[config.mk]
export PLATFORM = sky130hd
export DESIGN_NAME = fcbf_core
export DESIGN_NICKNAME = d
export VERILOG_FILES = /design/src/design/fcbf_pkg.sv /design/src/design/fcbf_core.sv
export SDC_FILE = /design/constraint.sdc
export NUM_CORES = 1
export LEC_CHECK = 0
export ABC_AREA = 0
export BUFFER_PORTS_ARGS = -buffer_cell sky130_fd_sc_hd__buf_2
export CAP_MARGIN = 25
export CELL_PAD_IN_SITES_DETAIL_PLACEMENT = 0
export CELL_PAD_IN_SITES_GLOBAL_PLACEMENT = 1
export CORE_ASPECT_RATIO = 0.5
export CORE_MARGIN = 2
export CORE_UTILIZATION = 40
export CTS_BUF_LIST = sky130_fd_sc_hd__clkbuf_4 sky130_fd_sc_hd__clkbuf_8
export CTS_CLUSTER_SIZE = 8
export DETAILED_ROUTE_END_ITERATION = 10
export PLACE_DENSITY_LB_ADDON = 0.12
export SLEW_MARGIN = 20
export SYNTH_ARGS = -nofsm -noshare
export SYNTH_HDL_FRONTEND = slang
export SYNTH_SLANG_ARGS = --single-unit
[constraint.sdc]
create_clock -name clk -period 7.6 [get_ports clk]
set_clock_uncertainty 0.05 [all_clocks]
set_input_delay 0.76 -clock clk [delete_from_list [all_inputs] [get_ports clk]]
set_output_delay 0.76 -clock clk [all_outputs]
set_load 0.005 [all_outputs]
[src/design/fcbf_pkg.sv]
`default_nettype none

package fcbf_pkg;

	localparam int DEPTH_DEF = 1024;
	localparam int CNT_W = 11;
	localparam int TOTAL_W = 48;
	localparam logic [CNT_W-1:0] CAP_RESET = 11'd1024;

	typedef enum logic [1:0] {
		OP_WRITE = 2'd0,
		OP_PEEK  = 2'd1,
		OP_POP   = 2'd2,
		OP_END   = 2'd3
	} fcbf_op_t;

	typedef struct packed {
		fcbf_op_t         operation;
		logic [7:0]       data_byte;
		logic [CNT_W-1:0] amount;
	} fcbf_req_t;

	typedef struct packed {
		logic               accepted;
		logic [7:0]         peek_byte;
		logic               peek_valid;
		logic [CNT_W-1:0]   popped;
		logic [CNT_W-1:0]   fill_level;
		logic [CNT_W-1:0]   free_room;
		logic [TOTAL_W-1:0] total_written;
		logic [TOTAL_W-1:0] total_read;
		logic               input_done;
		logic               at_eof;
	} fcbf_rsp_t;

	typedef logic [CNT_W-1:0] fcbf_cap_t;

endpackage

`default_nettype wire

[src/design/fcbf_core.sv]
`default_nettype none

module fcbf_core import fcbf_pkg::*; #(
	parameter int DEPTH = DEPTH_DEF,
	localparam int AW = $clog2(DEPTH)
) (
	input  wire logic          clk,
	input  wire logic          arst_n,
	input  wire logic          fire,
	input  wire fcbf_req_t     item,
	input  wire fcbf_cap_t     capacity,
	output fcbf_rsp_t          result,
	output logic               mem_we,
	output logic               mem_re,
	output logic      [AW-1:0] mem_addr,
	output logic      [7:0]    mem_wdata
);

	localparam int SW = ((AW > CNT_W) ? AW : CNT_W) + 1;
	localparam logic [SW-1:0] DEPTH_W = SW'(DEPTH);

	logic [AW-1:0]      head_q, head_n;
	logic [CNT_W-1:0]   fill_q, fill_n;
	logic [TOTAL_W-1:0] wcnt_q, wcnt_n;
	logic [TOTAL_W-1:0] rcnt_q, rcnt_n;
	logic               ended_q, ended_n;

	logic [CNT_W-1:0] cap;
	logic [CNT_W-1:0] pop_n;
	logic             we_c, re_c;

	// head + offset wraps once at most: offset never exceeds DEPTH
	function automatic logic [AW-1:0] slot(input logic [AW-1:0] base,
			input logic [CNT_W-1:0] offset);
		logic [SW-1:0] s;
		s = SW'(base) + SW'(offset);
		if (s >= DEPTH_W) begin
			s = s - DEPTH_W;
		end
		return s[AW-1:0];
	endfunction

	always_comb begin
		cap = (SW'(capacity) > DEPTH_W) ? DEPTH_W[CNT_W-1:0] : capacity;
		pop_n = (item.amount < fill_q) ? item.amount : fill_q;

		head_n  = head_q;
		fill_n  = fill_q;
		wcnt_n  = wcnt_q;
		rcnt_n  = rcnt_q;
		ended_n = ended_q;
		we_c    = 1'b0;
		re_c    = 1'b0;
		mem_addr = head_q;
		result  = '0;

		case (item.operation)
			OP_WRITE: begin
				if (fill_q < cap) begin
					we_c     = 1'b1;
					mem_addr = slot(head_q, fill_q);
					fill_n   = fill_q + 1'b1;
					wcnt_n   = wcnt_q + 1'b1;
					result.accepted = 1'b1;
				end
			end
			OP_PEEK: begin
				if (item.amount < fill_q) begin
					re_c     = 1'b1;
					mem_addr = slot(head_q, item.amount);
					result.peek_valid = 1'b1;
				end
			end
			OP_POP: begin
				head_n = slot(head_q, pop_n);
				fill_n = fill_q - pop_n;
				rcnt_n = rcnt_q + TOTAL_W'(pop_n);
				result.popped = pop_n;
			end
			OP_END: begin
				ended_n = 1'b1;
			end
			default: begin
			end
		endcase

		result.fill_level    = fill_n;
		result.free_room     = (fill_n < cap) ? (cap - fill_n) : '0;
		result.total_written = wcnt_n;
		result.total_read    = rcnt_n;
		result.input_done    = ended_n;
		result.at_eof        = ended_n && (fill_n == '0);
	end

	assign mem_we    = fire && we_c;
	assign mem_re    = fire && re_c;
	assign mem_wdata = item.data_byte;

	always_ff @(posedge clk or negedge arst_n) begin
		if (!arst_n) begin
			head_q  <= '0;
			fill_q  <= '0;
			wcnt_q  <= '0;
			rcnt_q  <= '0;
			ended_q <= 1'b0;
		end else if (fire) begin
			head_q  <= head_n;
			fill_q  <= fill_n;
			wcnt_q  <= wcnt_n;
			rcnt_q  <= rcnt_n;
			ended_q <= ended_n;
		end
	end

endmodule

`default_nettype wire

# == Word level (Yosys, flattened, before mapping) ==
# Index checks and enable logic that the tools add are counted.
# totals
inputBits,35
output_inout_bits,161
reg_bits,118
elab_cells,52
# classes
n_mux,20
n_eq_ne,3
add_sub_neg,11
order_cmp,7
reduce_logical,6
# ops
cell,n
$mux 48,3
$mux 11,5
$mux 10,5
$add 48x1->48 const B,1
$add 48x11->48,1
$add 10x11->12,3
$ge 12x11->1 const B,3
$lt 11x11->1,3
$sub 10x1->10 const B,3
$pmux 11 s2,1
$sub 11x11->11,2
$pmux 10 s2,1
$add 11x1->11 const B,1
$gt 11x11->1 const B,1
$logic_not 11->1,1
$mux 1,5
$eq 2x2->1 const B,2
$logic_and 1x1->1,3
$eq 2x1->1 const B,1
$logic_not 2->1,1
$reduce_and 2->1,1

# == Depth between registers and ports, before layout ==
# Gate-level depths: netlist of run 1.
# logic_depth
ltp_word,7
ltp_mapped,26
ltp_nobuf,24

# == Least setup slack after synthesis of run 1 ==
# No wires, ideal clock.
# synth_timing
path_type,in2out
from,in item[2] in the netlist's numbering
to,out result[108] in the netlist's numbering
t_arrival_ps,5782
path_buffers,2
stages,24
slack_ps,1008
path_cell_list,ha_1 > a21o_1 > a31oi_1 > o21ai_0 > a41oi_1 > a21oi_1 > buf_2 > buf_2 > mux2i_1 > inv_1 > fa_1 > nor2b_1 > o2111ai_1 > a31oi_1 > a21o_1 > a21oi_1 > or3_1 > a31oi_1 > inv_1 > ha_1 > inv_1 > or4_1 > o311a_1 > a21oi_1
# synth_rtl
element,line,text
from (decl),fcbf_core.sv:10,"input wire fcbf_req_t item,"
to (decl),fcbf_core.sv:12,"output fcbf_rsp_t result,"

==> impl_results.md, run 1 <==
* Final setup vio count at 0
* Final #Nets at 1574
* Worst Hold Class: primary input to asynchronous set/reset pin
* Most used DFF post-synth: dfrtp_1
* Core ar. at between 0.02 and 0.03 mm²
* Pin count of the biggest net entering global routing at 62
* Vias at 9731
* Main combinational cell family by area after synthesis: simple AND/OR/NAND/NOR gates
* Sequential cell area fraction in the yosys report at between 20% and 30%
* CP Launch Type: register
* Worst Tran Pin Value at ~0.87 ns
* Die height at 119.4 µm
* Die Width at approximately 230 µm
* First-pass GRT wire length at about 50 mm
* Slew Viols, Final at 0
* Leading post-synthesis cells by cell area: dfrtp_1 28%, xnor2_1 13%, ha_1 9.5%
* Vias in the first global route at ~9000
* Crit path max fanout at 8
* DRC viols at 0
* EDFF count, synth at 0
* Non-filler cells, final at 1817
* Pwr Density at roughly 340 mW/mm²
* Clock-pin slew of the registers on the worst-case setup and hold paths at 0.08 ns
* CP required at 6.79 ns
* Period utilization at between 90% and 100%
* Post-synthesis cell count at 1304
* Post-synthesis adder-cell area fraction at 10.65%
* Routability cong. at around 0.89
* FP Rows at 42
* Synth top cells by count: 185 x nand2_1, 158 x xnor2_1, 118 x dfrtp_1, 93 x nor2_1, 81 x ha_1
* Sw Share at about 49%
* Initial antenna violation count at 0
* Sequential power share at 21.6%
* Crit-path max cell delay at around 0.52 ns
* Syn-to-layout area delta at 14.00%
* ANT nets after route at 0
* Syn_area_per_cell at 8.165 µm²
* CTS tree: done
* Cell area after layout at 0.01214 mm²
* DPL Wire Length at 24.45 mm
* DR pass1 iterations at 5
* Starting DRT DRC Count at 628
* Clock power frac at 13.8%
* IO Pins at approximately 200
* Port Buffer Count at 171
* Final hold vios at 0
* H-tree lvl count at 4
* Share of the synthesized area in the top cell type at 27.73%
* Share of post-route cells with drive strength above 1 at between 10% and 20%
* RSZ-0062 raised after global routing: false
* Most common cell in the synthesized netlist: nand2_1
* Largest area contributor in the netlist: dfrtp_1
* Initial core utilization at 40.52%
* Outcome: completed
* Post-Place Cell Area at about 0.012 mm²
* Tot GR Track Use at 22.77%
* CP Capture Type: primary output
* Synthesis Warnings at 0
* Multiplexer share of the synthesized area at 1.657%
* Register bit total from synthesis at between 100 and 150
* Comb pwr share at 64.6%
* Critical Path, Cell by Cell: inv_1 > ha_1 > a21o_1 > a31oi_1 > o21ai_0 > a41oi_1 > a21oi_4 > mux2_2 > ha_1 > fa_1 > nor2b_1 > o2111ai_1 > a31oi_1 > a21o_1 > a21oi_1 > or3_1 > a31oi_1 > inv_1 > ha_1 > inv_1 > or4_1 > o311a_1 > a21oi_1 > buf_2
* Worst EP arrival at 6.40 ns
* Post-Synth XOR/XNOR Area at between 15 and 20%
* Net switching power at 2031 µW
* Yosys cell types at 72
* TritonCTS Buffers at 17
* Reg2reg path depth at 18
* Slowest library cell on the worst path: dfrtp_1
* Static Leak at 0.005911 µW
* Die area at 0.02802 mm²
* Drt total wl at 32.00 mm
* Cell-internal power at 2141 µW
* Maximum root-to-sink buffer count at 2
* R2R Path Start: fill_q[2]
* Max_cap viols at 0
* Post-synth ARST share at 100.0%
* Via-per-instance ratio at 5.356
* Minimum clock period at 7.214 ns
* Simple-gate share of the synthesized area at between 20% and 30%
* Synth Area in Compound Gates at 12.00%
* Mapped Area at 0.01065 mm²
* Cts hold-fix bufs at 0
* Reg2Reg Setup Slack at approximately 2.4 ns
* Crit Path Category: register to primary output
* Drt wl/cell at ~18 µm
* Setup TNS at 0 ns
* Inserted Diodes at 0
* VDD IR max at between 0.15 and 0.2 mV
* Rel. slew slack at 42.09%
* Worst-Skew Late Latency at 0.48 ns
* FMAX at 0.1386 GHz
* Hold WS at 0.3135 ns
* Clock sinks at 118
* Clock Root Buffer: clkbuf_8
* Global route overflow at 0
* Reg2reg end: rcnt_q[27]
* Placed cells at approximately 1800
* Total Power at 4173 µW
-- repair_timing --
item                                    4_1_cts  5_1_grt
endpoints found under the setup margin        0       11
gates resized for setup                       0        1
setup buffers                                 0        2
-- critical path: cells and delay by family, from the launching register on --
kind            cells  cell delay, ns
buf+inv             4            0.47
fa+ha+maj           4            1.32
simple gates        3            1.02
flops               1            0.52
compound gates     12            2.13
mux                 1            0.46
-- cells by family (layout without fill, tap and decap cells) --
family | after synthesis | after routing
AO/OA/AOI/OAI | 198 | 198
XOR/XNOR | 217 | 217
adder cells (fa/ha/maj) | 87 | 87
buffers and inverters | 133 | 287
flip-flops | 118 | 118
multiplexers | 17 | 17
other | 1 | 8
AND/OR/NAND/NOR | 533 | 533
-- layout make-up --
type	instances	area, µm²
multi-input combinational	1060	7124
fill	2711	14140
clock inverter	13	123.9
timing repair buffer	189	993.5
sequential	118	2953
tap	352	440.4
clock buffer	19	255.2
inverter	66	247.7
-- power groups by stage --
stage | logic [µW] | clock network (µW) | registers [µW]
6_report | 2700 | 576 | 900
5_1_grt | 3010 | 623 | 919
4_1_cts | 2660 | 592 | 899
3_5_place_dp | 2640 | 0 | 910
3_3_place_gp | 2610 | 0 | 908
2_1_floorplan | 1890 | 0 | 851
-- per-stage QoR --
stage / setup WS [ns] / util [%]
4_1_cts: 0.08334 / 46.10
6_report: 0.3862 / 46.20
5_1_grt: 0.008295 / 46.20
3_3_place_gp: 0.6278 / 44.66
3_5_place_dp: 0.4174 / 44.66
2_1_floorplan: 1.008 / -
-- registers in the layout, indices dropped and copies added (netlist names) --
register	cells
fill_q	11
head_q	10
rcnt_q	48
ended_q	1
wcnt_q	48
-- worst max path at each step --
stage	startpoint	endpoint	slack [ns]	cells after the start
2_1_floorplan	item[2]	result[108]	1.01	24
4_1_cts	fill_q[2]	result[108]	0.08	24
5_1_grt	fill_q[2]	result[108]	0.008	24
6_report	fill_q[2]	result[108]	0.39	24
3_3_place_gp	item[2]	result[108]	0.63	24
3_5_place_dp	item[2]	result[108]	0.42	24
-- routing by layer --
metal / vias up / global-route usage (%) / part of all wire [%]
li1: 4798 / - / -
met1: 4686 / 32.75 / 50
met2: 225 / 35.26 / 45
met3: 22 / 4.706 / 4.7
met4: 0 / 4.668 / 0.99
met5: - / 0 / 0
-- layout by cell type (no fill, tap or decap), types with 18 or more instances in the layout --
cell type	instances
buf_2	170
clkbuf_8	18
nand4_1	37
and2_1	22
nand3_1	70
nor2_1	93
o21ai_0	58
buf_4	19
dfrtp_1	118
xor2_1	59
ha_1	81
nand2_1	184
a21oi_1	45
inv_1	64
xnor2_1	158
nor3_1	40
and3_1	24
Note: power is estimated with default switching activity, not from simulation.
==> run 2: changes to the inputs <==
- ABC_AREA: 0 -> 1
==> impl_results.md, run 2 <==
* FP Rows at 44 (was 42)
* Vias in the first global route at 11359 (was 9175)
* CTS tree: done (unchanged)
* TritonCTS Buffers at 17 (unchanged)
* Most common cell in the synthesized netlist: nand2_1 (unchanged)
* Worst EP arrival at 5.97 ns (was 6.40 ns)
* Largest area contributor in the netlist: dfrtp_1 (unchanged)
* Clock-pin slew of the registers on the worst-case setup and hold paths at 0.09 ns (was 0.08 ns)
* Die area at 0.03047 mm² (was 0.02802 mm²)
* DPL Wire Length at 30.73 mm (was 24.45 mm)
* Most common cell after layout, fill and taps aside: nand2_1 (unchanged)
* Clock sinks at 118 (unchanged)
* Crit Path Category: register to primary output (unchanged)
* Register bit total from synthesis at 118 (unchanged)
* Pwr Density at 354.7 mW/mm² (was 343.8 mW/mm²)
* Reg2reg end: rcnt_q[34] (was rcnt_q[27])
* Global route overflow at 0 (unchanged)
* Period utilization at 89.18% (was 94.92%)
* Slowest library cell on the worst path: dfrtp_2 (was dfrtp_1)
* FILL cells at 3105 (was 2711)
* First-pass GRT wire length at 61.78 mm (was 50.56 mm)
* Maximum root-to-sink buffer count at 2 (unchanged)
* Post-layout util at 45.85% (was 46.20%)
* CP Capture Type: primary output (unchanged)
* Routability cong. at 0.9141 (was 0.8875)
* Slew Viols, Final at 0 (unchanged)
* Post-synth ARST share at 100.0% (unchanged)
* R2R Path Start: fill_q[8] (was fill_q[2])
* Post-synthesis cell count at 1765 (was 1304)
* Outcome: completed (unchanged)
* Initial core utilization at 40.37% (was 40.52%)
* Synthesis Warnings at 0 (unchanged)
* ANT nets after route at 0 (unchanged)
* Syn_area_per_cell at 6.574 µm² (was 8.165 µm²)
* Die height at 124.4 µm (was 119.4 µm)
* Core ar. at 0.02874 mm² (was 0.02628 mm²)
* Max_cap viols at 0 (unchanged)
* Setup TNS at 0 ns (unchanged)
* Rel. slew slack at 33.88% (was 42.09%)
* Initial antenna violation count at 2 (was 0)
* Worst Hold Class: primary input to asynchronous set/reset pin (unchanged)
* Top Registers: rcnt_q x48, wcnt_q x48, fill_q x11 (unchanged)
* VDD IR max at 0.1621 mV (was 0.1633 mV)
* IO Pins at 196 (unchanged)
* Drt wl/cell at 16.84 µm (was 17.61 µm)
* Synth top cells by count: 448 x nand2_1, 250 x inv_1, 199 x o21ai_0, 139 x nor2_1, 118 x dfrtp_1 (was 185 x nand2_1, 158 x xnor2_1, 118 x dfrtp_1, 93 x nor2_1, 81 x ha_1)
* Clock Root Buffer: clkbuf_8 (unchanged)
* Port Buffer Count at 171 (unchanged)
* Cts hold-fix bufs at 0 (unchanged)
* Reg2Reg Setup Slack at 2.57 ns (was 2.42 ns)
* DR pass1 iterations at 5 (unchanged)
* Tot GR Track Use at 25.86% (was 22.77%)
* Minimum clock period at 6.778 ns (was 7.214 ns)
* Static Leak at 0.006622 µW (was 0.005911 µW)
* H-tree lvl count at 4 (unchanged)
* Syn-to-layout area delta at 13.57% (was 14.00%)
* FMAX at 0.1475 GHz (was 0.1386 GHz)
* Share of post-route cells with drive strength above 1 at 13.20% (was 16.86%)
* Final hold vios at 0 (unchanged)
* Worst slack, placed at 1.081 ns (was 0.4174 ns)
* Commonest cells after routing, fill and taps aside: 448 x nand2_1, 250 x inv_1, 198 x o21ai_0 (was 184 x nand2_1, 170 x buf_2, 158 x xnor2_1)
* Mapped Area at 0.01160 mm² (was 0.01065 mm²)
* Die Width at 244.9 µm (was 234.7 µm)
* Drt total wl at 39.02 mm (was 32.00 mm)
* Setup WS post-layout at 0.8223 ns (was 0.3862 ns)
* Top cell by count, worst path: a21oi_1
* Pin count of the biggest net entering global routing at 99 (was 62)
* Worst-Skew Late Latency at 0.48 ns (about the same)
* Vias at 11950 (was 9731)
* Via-per-instance ratio at 5.158 (was 5.356)
* Final setup vio count at 0 (unchanged)
* Most used DFF post-synth: dfrtp_1 (unchanged)
* EDFF count, synth at 0 (unchanged)
* Total Power at 4673 µW (was 4173 µW)
* Share of the synthesized area in the top cell type at 25.45% (was 27.73%)
* Final #Nets at 2033 (was 1574)
* Reg2reg path depth at 20 (was 18)
* Worst Tran Pin Value at 0.9814 ns (was 0.8655 ns)
* Crit path max fanout at 24 (was 8)
* Yosys cell types at 54 (was 72)
* CP Launch Type: register (unchanged)
* Starting DRT DRC Count at 917 (was 628)
* RSZ-0062 raised after global routing: false (unchanged)
* DRC viols at 0 (unchanged)
* Leading post-synthesis cells by cell area: dfrtp_1 25%, nand2_1 14%, ha_1 8.7% (was dfrtp_1 28%, xnor2_1 13%, ha_1 9.5%)
* Sequential cell area fraction in the yosys report at 25.45% (was 27.73%)
* Crit-path max cell delay at 0.50 ns (was 0.52 ns)
* CP required at 6.79 ns (about the same)
## run 2: changes by cell type in the layout (fill, tap and decap cells not counted), moves of 14 or more
cell,delta
inv_1,+186
and2_1,-16
a21oi_1,+30
xor2_1,+40
nor2_1,+44
and3_1,-22
nand2_1,+264
nand3_1,+14
xnor2_1,-142
o21ai_0,+140
## run 2: how the worst max path moves through the flow
stage          startpoint          end  cells after the start
6_report        fill_q[8]  result[108]                     29
5_1_grt         fill_q[9]  result[108]                     29
4_1_cts         fill_q[8]  result[108]                     30
3_5_place_dp      item[8]  result[108]                     30
3_3_place_gp      item[8]  result[108]                     30
2_1_floorplan     item[8]  result[100]                     29
## run 2: where the power goes
| part | total (µW) | switching, µW | internal [µW] |
|---|---|---|---|
| clock network | 617 | 315 | 302 |
| registers | 1010 | 229 | 785 |
| logic | 3040 | 1910 | 1130 |
## run 2: area by class of cell
type                       count  area [µm²]  share of cell area, %
antenna                        2       5.005                0.03798
sequential                   118        2954                  22.42
clock inverter                14       152.6                  1.158
timing repair buffer         188       988.4                  7.502
multi-input combinational   1333        7390                  56.08
clock buffer                  18       247.7                  1.880
tap                          391       489.2                  3.713
inverter                     253       949.7                  7.207
## run 2: logic make-up after synthesis
logic type               share of synthesized area [%]
other                                          0.03232
AO/OA/AOI/OAI                                    14.88
buffers and inverters                            11.13
AND/OR/NAND/NOR                                  29.77
adder cells (fa/ha/maj)                          9.770
XOR/XNOR                                         8.962
flip-flops                                       25.45
## run 2: per-stage QoR
step | instance area [µm²] | hold slack, ns | cells
floorplan | 11630 | 0.3992 | 1772
global placement | 12770 | 0.4234 | 2283
detailed placement | 12770 | 0.4275 | 2283
CTS | 13170 | 0.3345 | 2315
global route | 13180 | 0.3584 | 2317
finish | 13180 | 0.3481 | 2317
## run 2: routing by layer
layer	share of wire, %	track usage, %	vias to the layer above
li1	-	-	5998
met1	50	38.10	5586
met2	42	38.31	308
met3	5.3	4.353	58
met4	2.1	7.999	0
met5	0	0	-
## run 2: what timing repair did
action / CTS / global route
setup endpoints to repair: 0 / 11
setup buffers: 0 / 0
gates resized for setup: 0 / 2
## run 2: critical path: cells and delay by family, from the launching register on
kind	cells	cell delay, ns
simple gates	7	0.83
flops	1	0.50
fa+ha+maj	3	1.01
buf+inv	6	0.98
compound gates	13	2.18
==> run 3: changes to the inputs <==
- ABC_AREA: 1 -> 0
- CORE_UTILIZATION: 40 -> 43
- PLACE_DENSITY_LB_ADDON: 0.12 -> 0.1
==> impl_results.md, run 3 (synthesis results as in run 1) <==
* Tot GR Track Use at 24.64% (was 25.86%)
* DPL Wire Length at 24.18 mm (was 30.73 mm)
* Clock-pin slew of the registers on the worst-case setup and hold paths at 0.08 ns (was 0.09 ns)
* FF+latch area at 0.002954 mm² (unchanged)
* Via-per-instance ratio at 5.374 (was 5.158)
* Global route overflow at 0 (unchanged)
* Area of the multi-input gates at 0.007122 mm² (was 0.007390 mm²)
* First-pass GRT wire length at 50.27 mm (was 61.78 mm)
* Clock Root Buffer: clkbuf_8 (unchanged)
* Reg2Reg Setup Slack at 2.61 ns (was 2.57 ns)
* Pwr Density at 348.3 mW/mm² (was 354.7 mW/mm²)
* Port Buffer Count at 171 (unchanged)
* Uppermost layer routed: met4 (unchanged)
* Setup TNS at 0 ns (unchanged)
* Vias in the first global route at 9295 (was 11359)
* Rel. slew slack at 42.66% (was 33.88%)
* Vias at 9690 (was 11950)
* RSZ-0062 raised after global routing: false (unchanged)
* DR pass1 iterations at 5 (unchanged)
* Crit path max fanout at 10 (was 24)
* Drt total wl at 31.31 mm (was 39.02 mm)
* Die height at 115.3 µm (was 124.4 µm)
* Die Width at 226.5 µm (was 244.9 µm)
* Static Leak at 0.005959 µW (was 0.006622 µW)
* Initial core utilization at 44.05% (was 40.37%)
* Cts hold-fix bufs at 0 (unchanged)
* IO Pins at 196 (unchanged)
* Most common cell after layout, fill and taps aside: nand2_1 (unchanged)
* Reg2reg end: rcnt_q[18] (was rcnt_q[34])
* ANT nets after route at 0 (unchanged)
* Commonest cells after routing, fill and taps aside: 185 x nand2_1, 170 x buf_2, 158 x xnor2_1 (was 448 x nand2_1, 250 x inv_1, 198 x o21ai_0)
* FILL cells at 2458 (was 3105)
* Clock sinks at 118 (unchanged)
* Outcome: completed (unchanged)
* FMAX at 0.1389 GHz (was 0.1475 GHz)
* Maximum root-to-sink buffer count at 2 (unchanged)
* H-tree lvl count at 4 (unchanged)
* Pin count of the biggest net entering global routing at 61 (was 99)
* Slew Viols, Final at 0 (unchanged)
* Worst EP arrival at 6.39 ns (was 5.97 ns)
* R2R Path Start: fill_q[2] (was fill_q[8])
* Routability cong. at 0.8526 (was 0.9141)
* Drt wl/cell at 17.36 µm (was 16.84 µm)
* Worst Tran Pin Value at 0.8601 ns (was 0.9814 ns)
* Top Registers: rcnt_q x48, wcnt_q x48, fill_q x11 (unchanged)
* Final setup vio count at 0 (unchanged)
* Period utilization at 94.72% (was 89.18%)
* Worst Hold Class: primary input to asynchronous set/reset pin (unchanged)
* Final #Nets at 1576 (was 2033)
* FP Rows at 40 (was 44)
* CP Launch Type: register (unchanged)
* Cell area after layout at 0.01220 mm² (was 0.01318 mm²)
* Max_cap viols at 0 (unchanged)
* Starting DRT DRC Count at 653 (was 917)
* CTS tree: done (unchanged)
* Syn-to-layout area delta at 14.57% (was 13.57%)
* Met2 routed WL at 13.88 mm (was 16.47 mm)
* Core ar. at 0.02417 mm² (was 0.02874 mm²)
* Share of post-route cells with drive strength above 1 at 16.92% (was 13.20%)
* DRC viols at 0 (unchanged)
* Metal-1 WL at 15.68 mm (was 19.66 mm)
* Minimum clock period at 7.199 ns (was 6.778 ns)
* Post-Place Cell Area at 0.01173 mm² (was 0.01277 mm²)
* Final hold vios at 0 (unchanged)
* TritonCTS Buffers at 17 (unchanged)
* Crit Path Category: register to primary output (unchanged)
* CP required at 6.79 ns (about the same)
* Metal3 WL at 1.441 mm (was 2.057 mm)
* Die area at 0.02611 mm² (was 0.03047 mm²)
* VDD IR max at 0.1589 mV (was 0.1621 mV)
* Worst-Skew Late Latency at 0.47 ns (was 0.48 ns)
* CP Capture Type: primary output (unchanged)
* Initial antenna violation count at 1 (was 2)
* Reg2reg path depth at 18 (was 20)
## run 3: cell types whose count changed in the layout (fill, tap and decap cells not counted), moves of 9 or more
cell      previous run  this run
a221oi_1             0         9
and3_1               2        24
o21ai_0            198        58
and2_1               6        22
nand2_1            448       185
xnor2_1             16       158
a21oi_1             75        45
xor2_1              99        59
nor2_1             137        93
nand3_1             84        70
inv_1              250        64
mux2i_1              0        12
## run 3: routing by layer
| metal | vias up | global-route usage [%] |
|---|---|---|
| li1 | 4801 | - |
| met1 | 4621 | 35.50 |
| met2 | 241 | 38.45 |
| met3 | 27 | 4.932 |
| met4 | 0 | 4.956 |
| met5 | - | 0 |
## run 3: per-stage QoR
stage / hold slack (ns) / setup WS (ns) / std cells / utilization, % / total power (µW)
2_1_floorplan: 0.4144 / 1.008 / 1311 / - / 2739
3_3_place_gp: 0.4309 / 0.6728 / 1767 / 48.46 / 3496
3_5_place_dp: 0.4388 / 0.5579 / 1768 / 48.52 / 3544
4_1_cts: 0.3179 / 0.2441 / 1799 / 50.33 / 4230
5_1_grt: 0.3365 / 0.02612 / 1803 / 50.47 / 4620
6_report: 0.3060 / 0.4009 / 1803 / 50.47 / 4249
## run 3: critical path: stages (launching register included)
cell and delay (ns):
dfrtp_1 0.51, inv_1 0.13, ha_1 0.32, a21o_1 0.11, a31oi_1 0.04, o21ai_0 0.21
a41oi_1 0.20, a21oi_4 0.35, mux2_2 0.46, ha_1 0.24, fa_1 0.42, nor2b_1 0.17
o2111ai_1 0.20, a31oi_1 0.30, a21o_1 0.16, a21oi_1 0.06, or3_1 0.34, a31oi_1 0.24
inv_1 0.08, ha_1 0.34, inv_1 0.10, or4_1 0.50, o311a_1 0.15, a21oi_1 0.15
buf_2 0.13
## run 3: report_power, final
part	internal (µW)	switching, µW
clock	373	290
combinational	1160	1530
sequential	724	180
## run 3: final cells by class
type	count	area share [%]
Antenna cell	1	0.02051
Clock buffer	20	2.154
Clock inverter	11	1.426
Inverter	66	2.031
Multi-Input combinational cell	1060	58.38
Sequential cell	118	24.22
Tap cell	336	3.446
Timing Repair Buffer	191	8.328
## run 3: worst max path at each step
stage | endpoint | slack (ns) | start
3_5_place_dp | result[108] | 0.56 | item[2]
5_1_grt | result[108] | 0.03 | fill_q[2]
2_1_floorplan | result[108] | 1.01 | item[2]
4_1_cts | result[108] | 0.24 | fill_q[1]
6_report | result[108] | 0.40 | fill_q[2]
3_3_place_gp | result[108] | 0.67 | item[2]
## run 3: what timing repair did
| action | 4_1_cts | 5_1_grt |
|---|---|---|
| resized for setup | 0 | 2 |
| setup endpoints to repair | 0 | 10 |
| setup buffers | 0 | 3 |
